<file path="config.mk">
export PLATFORM = sky130hd
export DESIGN_NAME = morse_text_codec
export DESIGN_NICKNAME = d
export VERILOG_FILES = /design/src/rtl/mtc_pkg.sv /design/src/rtl/mtc_front.sv /design/src/rtl/mtc_queue.sv /design/src/rtl/mtc_back.sv /design/src/rtl/morse_text_codec.sv
export SDC_FILE = /design/constraint.sdc
export NUM_CORES = 1
export LEC_CHECK = 0
export BUFFER_PORTS_ARGS = -buffer_cell sky130_fd_sc_hd__buf_2
export CORE_MARGIN = 2
export CORE_UTILIZATION = 41
export DETAILED_ROUTE_END_ITERATION = 7
export PLACE_DENSITY = 0.67
export SYNTH_ARGS = -nofsm -noshare
export SYNTH_HDL_FRONTEND = slang
export SYNTH_HIERARCHICAL = 1
export SYNTH_SLANG_ARGS = --single-unit
export TNS_END_PERCENT = 100
</file>
<file path="constraint.sdc">
create_clock -name clk -period 3.78 [get_ports clk]
set_input_delay 0.756 -clock clk [delete_from_list [all_inputs] [get_ports clk]]
set_output_delay 0.756 -clock clk [all_outputs]
set_load 0.1 [all_outputs]
</file>
<file path="src/rtl/mtc_pkg.sv">
// mtc_pkg: types, constants and code table lookups for the morse text codec
// no dependencies; imported by every module of the block
`timescale 1ns / 1ps
`default_nettype none

package mtc_pkg;

	localparam int MTC_MAX_SYMBOLS = 7;
	localparam int MTC_QUEUE_DEPTH = 4;
	localparam int ENTRY_COUNT     = 53;

	localparam logic [7:0] CHAR_DOT  = 8'h2E;
	localparam logic [7:0] CHAR_DASH = 8'h2D;

	localparam logic [7:0] RESET_DOT  = 8'h2E;
	localparam logic [7:0] RESET_DASH = 8'h2D;
	localparam logic [7:0] RESET_SEP  = 8'h2F;

	typedef enum logic [1:0] {
		CFG_DIRECTION = 2'd0,
		CFG_DOT       = 2'd1,
		CFG_DASH      = 2'd2,
		CFG_SEPARATOR = 2'd3
	} cfg_index_t;

	typedef enum logic {
		DIR_ENCODE = 1'b0,
		DIR_DECODE = 1'b1
	} direction_t;

	typedef enum logic {
		JOB_ENC = 1'b0,
		JOB_DEC = 1'b1
	} job_kind_t;

	typedef struct packed {
		logic [7:0] char_in;
		logic       end_of_text;
	} in_item_t;

	typedef struct packed {
		logic [7:0] char_out;
		logic       last_of_run;
	} out_item_t;

	typedef struct packed {
		direction_t direction;
		logic [7:0] dot_char;
		logic [7:0] dash_char;
		logic [7:0] separator_char;
	} cfg_t;

	typedef struct packed {
		job_kind_t  kind;
		logic [2:0] len;
		logic [6:0] pat;
		logic [7:0] glyph;
	} job_t;

	// pattern bit i set means symbol i is a dash
	typedef struct packed {
		logic [7:0] glyph;
		logic [2:0] len;
		logic [6:0] pat;
	} morse_entry_t;

	typedef struct packed {
		logic       found;
		logic [2:0] len;
		logic [6:0] pat;
	} enc_result_t;

	typedef struct packed {
		logic       found;
		logic [7:0] glyph;
	} dec_result_t;

	localparam morse_entry_t MORSE_TABLE [0:ENTRY_COUNT-1] = '{
		'{8'h41, 3'd2, 7'b0000010}, '{8'h42, 3'd4, 7'b0000001},
		'{8'h43, 3'd4, 7'b0000101}, '{8'h44, 3'd3, 7'b0000001},
		'{8'h45, 3'd1, 7'b0000000}, '{8'h46, 3'd4, 7'b0000100},
		'{8'h47, 3'd3, 7'b0000011}, '{8'h48, 3'd4, 7'b0000000},
		'{8'h49, 3'd2, 7'b0000000}, '{8'h4A, 3'd4, 7'b0001110},
		'{8'h4B, 3'd3, 7'b0000101}, '{8'h4C, 3'd4, 7'b0000010},
		'{8'h4D, 3'd2, 7'b0000011}, '{8'h4E, 3'd2, 7'b0000001},
		'{8'h4F, 3'd3, 7'b0000111}, '{8'h50, 3'd4, 7'b0000110},
		'{8'h51, 3'd4, 7'b0001011}, '{8'h52, 3'd3, 7'b0000010},
		'{8'h53, 3'd3, 7'b0000000}, '{8'h54, 3'd1, 7'b0000001},
		'{8'h55, 3'd3, 7'b0000100}, '{8'h56, 3'd4, 7'b0001000},
		'{8'h57, 3'd3, 7'b0000110}, '{8'h58, 3'd4, 7'b0001001},
		'{8'h59, 3'd4, 7'b0001101}, '{8'h5A, 3'd4, 7'b0000011},
		'{8'h31, 3'd5, 7'b0011110}, '{8'h32, 3'd5, 7'b0011100},
		'{8'h33, 3'd5, 7'b0011000}, '{8'h34, 3'd5, 7'b0010000},
		'{8'h35, 3'd5, 7'b0000000}, '{8'h36, 3'd5, 7'b0000001},
		'{8'h37, 3'd5, 7'b0000011}, '{8'h38, 3'd5, 7'b0000111},
		'{8'h39, 3'd5, 7'b0001111}, '{8'h30, 3'd5, 7'b0011111},
		'{8'h2E, 3'd6, 7'b0101010}, '{8'h3A, 3'd6, 7'b0000111},
		'{8'h2C, 3'd6, 7'b0110011}, '{8'h3B, 3'd6, 7'b0010101},
		'{8'h3F, 3'd6, 7'b0001100}, '{8'h3D, 3'd5, 7'b0010001},
		'{8'h27, 3'd6, 7'b0011110}, '{8'h2F, 3'd5, 7'b0001001},
		'{8'h21, 3'd6, 7'b0110101}, '{8'h2D, 3'd6, 7'b0100001},
		'{8'h5F, 3'd6, 7'b0101100}, '{8'h22, 3'd6, 7'b0010010},
		'{8'h28, 3'd5, 7'b0001101}, '{8'h29, 3'd6, 7'b0101101},
		'{8'h24, 3'd7, 7'b1001000}, '{8'h26, 3'd5, 7'b0000010},
		'{8'h40, 3'd6, 7'b0010110}
	};

	// first matching entry wins
	function automatic enc_result_t enc_lookup(logic [7:0] key);
		enc_result_t r;
		r = '0;
		for (int i = ENTRY_COUNT - 1; i >= 0; i--) begin
			if (MORSE_TABLE[i].glyph == key) begin
				r.found = 1'b1;
				r.len   = MORSE_TABLE[i].len;
				r.pat   = MORSE_TABLE[i].pat;
			end
		end
		return r;
	endfunction

	function automatic dec_result_t dec_lookup(logic [3:0] len, logic [7:0] pat);
		dec_result_t r;
		r = '0;
		for (int i = ENTRY_COUNT - 1; i >= 0; i--) begin
			if ({1'b0, MORSE_TABLE[i].len} == len && {1'b0, MORSE_TABLE[i].pat} == pat) begin
				r.found = 1'b1;
				r.glyph = MORSE_TABLE[i].glyph;
			end
		end
		return r;
	endfunction

endpackage

`default_nettype wire

</file>
<file path="src/rtl/mtc_front.sv">
// mtc_front: accepts text characters, looks up codes and gathers decode tokens
// depends on mtc_pkg; pushes jobs into mtc_queue
`timescale 1ns / 1ps
`default_nettype none

module mtc_front
	import mtc_pkg::*;
#(
	parameter int MAX_SYMBOLS = MTC_MAX_SYMBOLS
) (
	input  wire logic     clk,
	input  wire logic     arst_n,
	input  wire cfg_t     cfg,
	input  wire logic     in_valid,
	output logic          in_stall,
	input  wire in_item_t in_item,
	input  wire logic     q_full,
	output logic          push,
	output job_t          push_job
);

	localparam int PAT_W = MAX_SYMBOLS;
	localparam int LEN_W = $clog2(MAX_SYMBOLS + 1);

	logic [PAT_W-1:0] pat_q, pat_n;
	logic [LEN_W-1:0] len_q, len_n;
	logic             bad_q, bad_n;

	logic             accept;
	logic [7:0]       key;
	enc_result_t      enc;
	dec_result_t      dec;
	logic             flush;

	assign in_stall = q_full;
	assign accept   = in_valid && !q_full;

	always_comb begin
		key = in_item.char_in;
		if (in_item.char_in inside {[8'h61:8'h7A]}) begin
			key = in_item.char_in - 8'd32;
		end
		enc = enc_lookup(key);

		pat_n = pat_q;
		len_n = len_q;
		bad_n = bad_q;
		flush = 1'b0;
		if (in_item.char_in == cfg.separator_char) begin
			flush = 1'b1;
		end else begin
			if (in_item.char_in == CHAR_DOT || in_item.char_in == CHAR_DASH) begin
				if (len_q < LEN_W'(MAX_SYMBOLS)) begin
					if (in_item.char_in == CHAR_DASH) begin
						pat_n = pat_q | (PAT_W'(1) << len_q);
					end
					len_n = len_q + LEN_W'(1);
				end else begin
					bad_n = 1'b1;
				end
			end else begin
				bad_n = 1'b1;
			end
			flush = in_item.end_of_text;
		end
		dec = dec_lookup(4'(len_n), 8'(pat_n));

		push_job       = '0;
		push_job.len   = enc.len;
		push_job.pat   = enc.pat;
		push_job.glyph = dec.glyph;
		if (cfg.direction == DIR_ENCODE) begin
			push_job.kind = JOB_ENC;
			push          = accept && enc.found;
		end else begin
			push_job.kind = JOB_DEC;
			push          = accept && flush && !bad_n && len_n != '0 && dec.found;
		end
	end

	always_ff @(posedge clk or negedge arst_n) begin
		if (!arst_n) begin
			pat_q <= '0;
			len_q <= '0;
			bad_q <= 1'b0;
		end else if (accept && cfg.direction == DIR_DECODE) begin
			if (flush) begin
				pat_q <= '0;
				len_q <= '0;
				bad_q <= 1'b0;
			end else begin
				pat_q <= pat_n;
				len_q <= len_n;
				bad_q <= bad_n;
			end
		end
	end

endmodule

`default_nettype wire

</file>
<file path="src/rtl/mtc_queue.sv">
// mtc_queue: short job queue between front and back of the morse text codec
// depends on mtc_pkg for the job type
`timescale 1ns / 1ps
`default_nettype none

module mtc_queue
	import mtc_pkg::*;
#(
	parameter int DEPTH = MTC_QUEUE_DEPTH
) (
	input  wire logic clk,
	input  wire logic arst_n,
	input  wire logic push,
	input  wire job_t push_job,
	output logic      full,
	output logic      head_valid,
	output job_t      head_job,
	input  wire logic pop
);

	localparam int PTR_W = (DEPTH > 1) ? $clog2(DEPTH) : 1;
	localparam int CNT_W = $clog2(DEPTH + 1);

	job_t             mem_q [DEPTH];
	logic [PTR_W-1:0] wr_ptr_q, rd_ptr_q;
	logic [CNT_W-1:0] count_q;

	assign full       = count_q == CNT_W'(DEPTH);
	assign head_valid = count_q != '0;
	assign head_job   = mem_q[rd_ptr_q];

	always_ff @(posedge clk) begin
		if (push) begin
			mem_q[wr_ptr_q] <= push_job;
		end
	end

	always_ff @(posedge clk or negedge arst_n) begin
		if (!arst_n) begin
			wr_ptr_q <= '0;
			rd_ptr_q <= '0;
			count_q  <= '0;
		end else begin
			if (push) begin
				wr_ptr_q <= (wr_ptr_q == PTR_W'(DEPTH - 1)) ? '0 : wr_ptr_q + PTR_W'(1);
			end
			if (pop) begin
				rd_ptr_q <= (rd_ptr_q == PTR_W'(DEPTH - 1)) ? '0 : rd_ptr_q + PTR_W'(1);
			end
			if (push && !pop) begin
				count_q <= count_q + CNT_W'(1);
			end else if (pop && !push) begin
				count_q <= count_q - CNT_W'(1);
			end
		end
	end

endmodule

`default_nettype wire

</file>
<file path="src/rtl/mtc_back.sv">
// mtc_back: plays queued jobs out as characters into the output register, one per cycle
// while out_stall is low; depends on mtc_pkg; pops jobs from mtc_queue
`timescale 1ns / 1ps
`default_nettype none

module mtc_back
	import mtc_pkg::*;
(
	input  wire logic clk,
	input  wire logic arst_n,
	input  wire cfg_t cfg,
	input  wire logic head_valid,
	input  wire job_t head_job,
	output logic      pop,
	output logic      out_valid,
	input  wire logic out_stall,
	output out_item_t out_item
);

	logic       busy_q;
	job_t       job_q;
	logic [2:0] idx_q;
	logic       out_valid_q;
	out_item_t  out_item_q;

	logic       load;
	logic       emit;
	job_t       cur;
	logic [2:0] idx;
	out_item_t  item_n;

	assign out_valid = out_valid_q;
	assign out_item  = out_item_q;

	always_comb begin
		load = !out_valid_q || !out_stall;
		cur  = busy_q ? job_q : head_job;
		idx  = busy_q ? idx_q : 3'd0;
		emit = load && (busy_q || head_valid);
		pop  = emit && !busy_q;

		item_n = '0;
		if (cur.kind == JOB_DEC) begin
			item_n.char_out    = cur.glyph;
			item_n.last_of_run = 1'b1;
		end else if (idx < cur.len) begin
			item_n.char_out    = cur.pat[idx] ? cfg.dash_char : cfg.dot_char;
			item_n.last_of_run = 1'b0;
		end else begin
			item_n.char_out    = cfg.separator_char;
			item_n.last_of_run = 1'b1;
		end
	end

	always_ff @(posedge clk) begin
		if (emit) begin
			out_item_q <= item_n;
			job_q      <= cur;
			idx_q      <= idx + 3'd1;
		end
	end

	always_ff @(posedge clk or negedge arst_n) begin
		if (!arst_n) begin
			busy_q      <= 1'b0;
			out_valid_q <= 1'b0;
		end else begin
			if (emit) begin
				busy_q <= !item_n.last_of_run;
			end
			if (load) begin
				out_valid_q <= emit;
			end
		end
	end

endmodule

`default_nettype wire

</file>
<file path="src/rtl/morse_text_codec.sv">
// morse_text_codec: top level, configuration registers and the front, queue and back parts
// depends on mtc_pkg, mtc_front, mtc_queue and mtc_back
//
// Usage: text characters arrive on the in channel (in_valid, in_stall, in_item) and
// result characters leave on the out channel (out_valid, out_stall, out_item); a request
// moves when valid is high and stall is low. Registers are written through cfg_we,
// cfg_index and cfg_data: direction, dot, dash and separator. The user must write them
// only while the block is idle; the block itself does not enforce this. In encode
// direction a known character gives its code symbols and then the separator, the final
// one flagged last_of_run. In decode direction symbols gather into a token held in the
// front; a separator or end_of_text looks it up and gives one character if known. The
// front takes a request every cycle while the job queue has room; the back writes one
// result per cycle into the output register while out_stall is low, so an encoded
// character gives its code length plus one results (at most eight) and a decoded one
// gives one. When the receiver stalls, the output register holds, the back waits and the
// queue fills; once it is full in_stall rises. Reset empties queue and output, clears the
// token and loads the default configuration; there is no clearing pass.
`timescale 1ns / 1ps
`default_nettype none

module morse_text_codec
	import mtc_pkg::*;
#(
	parameter int MAX_SYMBOLS = MTC_MAX_SYMBOLS,
	parameter int QUEUE_DEPTH = MTC_QUEUE_DEPTH
) (
	input  wire logic       clk,
	input  wire logic       arst_n,
	input  wire logic       cfg_we,
	input  wire logic [1:0] cfg_index,
	input  wire logic [7:0] cfg_data,
	input  wire logic       in_valid,
	output logic            in_stall,
	input  wire in_item_t   in_item,
	output logic            out_valid,
	input  wire logic       out_stall,
	output out_item_t       out_item
);

	cfg_t cfg_q;
	logic q_full;
	logic push;
	job_t push_job;
	logic head_valid;
	job_t head_job;
	logic pop;

	always_ff @(posedge clk or negedge arst_n) begin
		if (!arst_n) begin
			cfg_q.direction      <= DIR_ENCODE;
			cfg_q.dot_char       <= RESET_DOT;
			cfg_q.dash_char      <= RESET_DASH;
			cfg_q.separator_char <= RESET_SEP;
		end else if (cfg_we) begin
			case (cfg_index_t'(cfg_index))
				CFG_DIRECTION: cfg_q.direction      <= direction_t'(cfg_data[0]);
				CFG_DOT:       cfg_q.dot_char       <= cfg_data;
				CFG_DASH:      cfg_q.dash_char      <= cfg_data;
				CFG_SEPARATOR: cfg_q.separator_char <= cfg_data;
				default: begin
				end
			endcase
		end
	end

	mtc_front #(
		.MAX_SYMBOLS(MAX_SYMBOLS)
	) u_front (
		.clk      (clk),
		.arst_n   (arst_n),
		.cfg      (cfg_q),
		.in_valid (in_valid),
		.in_stall (in_stall),
		.in_item  (in_item),
		.q_full   (q_full),
		.push     (push),
		.push_job (push_job)
	);

	mtc_queue #(
		.DEPTH(QUEUE_DEPTH)
	) u_queue (
		.clk        (clk),
		.arst_n     (arst_n),
		.push       (push),
		.push_job   (push_job),
		.full       (q_full),
		.head_valid (head_valid),
		.head_job   (head_job),
		.pop        (pop)
	);

	mtc_back u_back (
		.clk        (clk),
		.arst_n     (arst_n),
		.cfg        (cfg_q),
		.head_valid (head_valid),
		.head_job   (head_job),
		.pop        (pop),
		.out_valid  (out_valid),
		.out_stall  (out_stall),
		.out_item   (out_item)
	);

endmodule

`default_nettype wire
</file>
==> results.md <==
* CP Capture Type: register
* Top cells by count, synth: edfxtp_1 (107), nor2_1 (79), nand2_1 (56), mux2_2 (40), a21oi_1 (37)
* Failing checks: setup timing
* Synthesized area at 0.00906 mm^2
* GRT Residual Overflow at 0
* R2R Setup Slk at -0.16 ns
* Compound-Gate Fraction of Synth Area at 14.9%
* Worst EP arrival at 4.30 ns
* Minimum clock period at 3.94 ns
* R2R Path Start: cfg_q[2]$_DFFE_PN1P_
* Routed wire length per instance at 19.1 um
* Fin util at 53.3%
* H-tree levels at 4
* Clk buf depth at 2
* # setup viols final at 2
* Layout area overhead at 28.1%
* Max-cap violations at 0
* Seq/Total Area, Yosys at between 40% and 50%
* Crit path buf inv count at 2
* Leak at 4.57 nW
* Syn Area/Cell at 11.3 um^2
* Peak supply drop at 0.345 mV
* Core box area at 0.0218 mm^2
* Fin. Hold Viols at 0
* Vias in the first global route at 7197
* 1st-pass router iterations at 6
* Initial antenna violation count at 1
* Max Clock Skew at 0.0155 ns
* Starting Density at 41.6%
* Proportion of synthesized area in mux cells at between 10% and 20%
* Die Y at 153 um
* Area of the multi-input gates at roughly 0.0046 mm^2
* Slack of the critical path at -0.163 ns
* Synth top area cells: edfxtp_1 (35%), dfrtp_1 (8.8%), mux2_2 (5.0%)
* Status: finished, violations left
* Slowest cell on crit path: dfstp_2
* Max Fclk at 254 MHz
* Worst Path Max Fanout at 6
* Post-synth top area share at 35.5%
* Via Count at 7386
* CTS root buf: clkbuf_16
* Share of cells above drive strength 1 at ~40%
* Cell Rows at between 50 and 60
* Most common cell in the netlist: edfxtp_1
* NumNets Final at 1030
* Post-synth EDFFs at between 100 and 150
* CP Cell Sequence: xnor2_4, nand4_4, o2111a_2, a211o_4, buf_12, or3_4, or2_4, nand4_1, nor4_2, a31oi_2, ha_2, inv_2, fa_2, xor2_1, nor2_1, xor2_1
* Die ar. at between 0.02 and 0.025 mm^2
* Yosys cell types at 97
* Fill cells at 1838
* Nature of the critical path startpoint: register
* HP Start: u_queue/count_q[2]$_DFFE_PN0P_
* Dominant synthesized flop cell: edfxtp_1
* Power Density at 547 mW/mm^2
* CP delay by family, top: simple AND/OR/NAND/NOR gates
* Hold worst-path end: u_queue/count_q[2]$_DFFE_PN0P_
* Die Width at 153 um
* Inserted Clock Buffers at 17
* Crit path kind: register to register
* Max-slew headroom at 26.6%
* RR Endpoint: u_queue/count_q[2]$_DFFE_PN0P_
* Reg2Reg Depth at 16
* Largest net degree at the start of global routing at 46
* Crit path depth at 16
* Gr usage total at 20.6%
* Crit share post-route at 104%
* Fraction of registers with async set/reset at 29.6%
* Worst-Margin Slew at 1.10 ns
* I/O pins at 35
* Hold crit path type: register to register
* DRT iter0 DRCs at 695
* Tot Pwr at approximately 6.4 mW
* Fraction of the mapped netlist area in adder cells at 1.88%
* TritonCTS sink count at 152
* Gate Count Post-Synth at 799
* Post-Synth Simple-Gate Area at around 16%
* Clk slew on worst S/H paths at 0.07 ns
* Yosys top cell by area: edfxtp_1
* DRC viols at 0
* CTS tree: yes
* Final WL at 24500 um
* Diode count at 0
* Register area at approximately 0.0044 mm^2
* # port buffers at 34
* Worst skew pair latency at 0.43 ns
* Yosys Warn Count at 6
* Slowest stage delay, CP at 0.68 ns
* Routability Congestion at between 0.9 and 1
* Req. time, crit path at 4.14 ns
* Via-to-Cell Ratio at 5.74
* HPWL Detailed at 17700 um
* RSZ-0062 raised after global routing: yes
* Hold Path Stages at 1
* First-pass GRT wire length at 38500 um
* XOR/XNOR Fraction of Synth Area at 2.56%
* Main combinational cell family by area after synthesis: simple AND/OR/NAND/NOR gates
* Post-DRT Antenna Nets at 0
* Net Count, Synth at roughly 840
* Final max-slew violation count at 0
* CP dominant cell by count: xor2_1
* Yosys reg bits at approximately 150
## logic make-up (layout without fill, tap and decap cells)
kind of cell,count (synthesis),after routing
AOI/OAI and AO/OA,185,185
xor gates and xnor gates,20,20
adders and majority gates,13,13
buffers and inverters,72,276
DFF,152,152
muxes,83,83
other,1,1
and+or+nand+nor,273,276
## how the worst max path moves through the flow
stage                                     from                              to
after floorplan                     in_item[1]  u_queue/count_q[2]$_DFFE_PN0P_
after global placement              in_item[7]  u_queue/count_q[2]$_DFFE_PN0P_
after detailed placement            in_item[7]  u_queue/count_q[2]$_DFFE_PN0P_
after CTS                 cfg_q[2]$_DFFE_PN1P_  u_queue/count_q[2]$_DFFE_PN0P_
after global routing      cfg_q[2]$_DFFE_PN1P_  u_queue/count_q[2]$_DFFE_PN0P_
final                     cfg_q[2]$_DFFE_PN1P_  u_queue/count_q[2]$_DFFE_PN0P_
## stage by stage
stage               instance area [um^2]  TNS [ns]  hold slack (ns)  setup WS (ns)  std cells
global placement                   10700    -37.19            0.474         -0.543       1237
global route                       11600     -1.49            0.515         -0.306       1286
detailed placement                 10700    -45.48            0.488         -0.638       1237
finish                             11600    -0.316            0.495         -0.163       1286
CTS                                11400    -0.262            0.494         -0.141       1278
floorplan                           9110    -0.855            0.449         -0.359        799
## what timing repair did
action                                  in CTS  in global routing
pin swaps                                   11                 17
gates resized for setup                     17                 24
setup buffers                                9                  5
gates cloned                                 0                  3
hold endpoints to repair                     0                  0
hold buffers                                 0                  0
endpoints found under the setup margin      78                 78
## report_power, final
group / leakage, nW / internal [mW] / total, mW / switching, mW
Sequential: 1.56 / 2.20 / 2.45 / 0.249
Combinational: 2.74 / 0.916 / 2.28 / 1.36
Clock: 0.271 / 0.922 / 1.63 / 0.704
Total: 4.57 / 4.04 / 6.35 / 2.31
## area by class of cell
cell class | count | share of cell area, %
well taps | 280 | 3.02
multi-input cells | 578 | 39.8
repair buffers | 219 | 14.0
clock inverters | 12 | 0.744
clock buffers | 20 | 4.13
inverters | 25 | 0.809
flip-flops and latches | 152 | 37.5
## cells in the final DEF (no fill, tap or decap), drive strengths merged, types with 20 or more instances in the layout
master  count
buf       219
clkbuf     20
dfrtp      32
inv        26
edfxtp    107
nor2       81
mux2       47
nand3      28
nand2      57
a21oi      38
o21ai      30
nor3       32
## worst reg2reg max path, delay by kind of cell (launching register included)
family	cells	cell delay (ns)
compound gates	3	0.93
buf+inv	2	0.18
fa+ha+maj	2	0.54
xor+xnor	3	0.46
simple gates	6	1.09
flops	1	0.68
## state kept, by name (all words and copies together), names as in the netlist
register,flops
u_back/busy_q,1
cfg_q,25
u_queue/count_q,3
u_front/len_q,3
u_queue/mem_q,76
u_back/out_item,9
u_back/out_valid,1
u_queue/wr_ptr_q,2
u_front/bad_q,1
u_front/pat_q,7
u_queue/rd_ptr_q,2
u_back/job_q,19
u_back/idx_q,3
## layer usage
layer / track usage, % / wire (um)
met2: 31.9 / 11400
met5: 0 / 0
met1: 28.9 / 11100
met3: 4.24 / 1410
met4: 7.05 / 600
No activity file was read; power rests on OpenSTA's default activity.
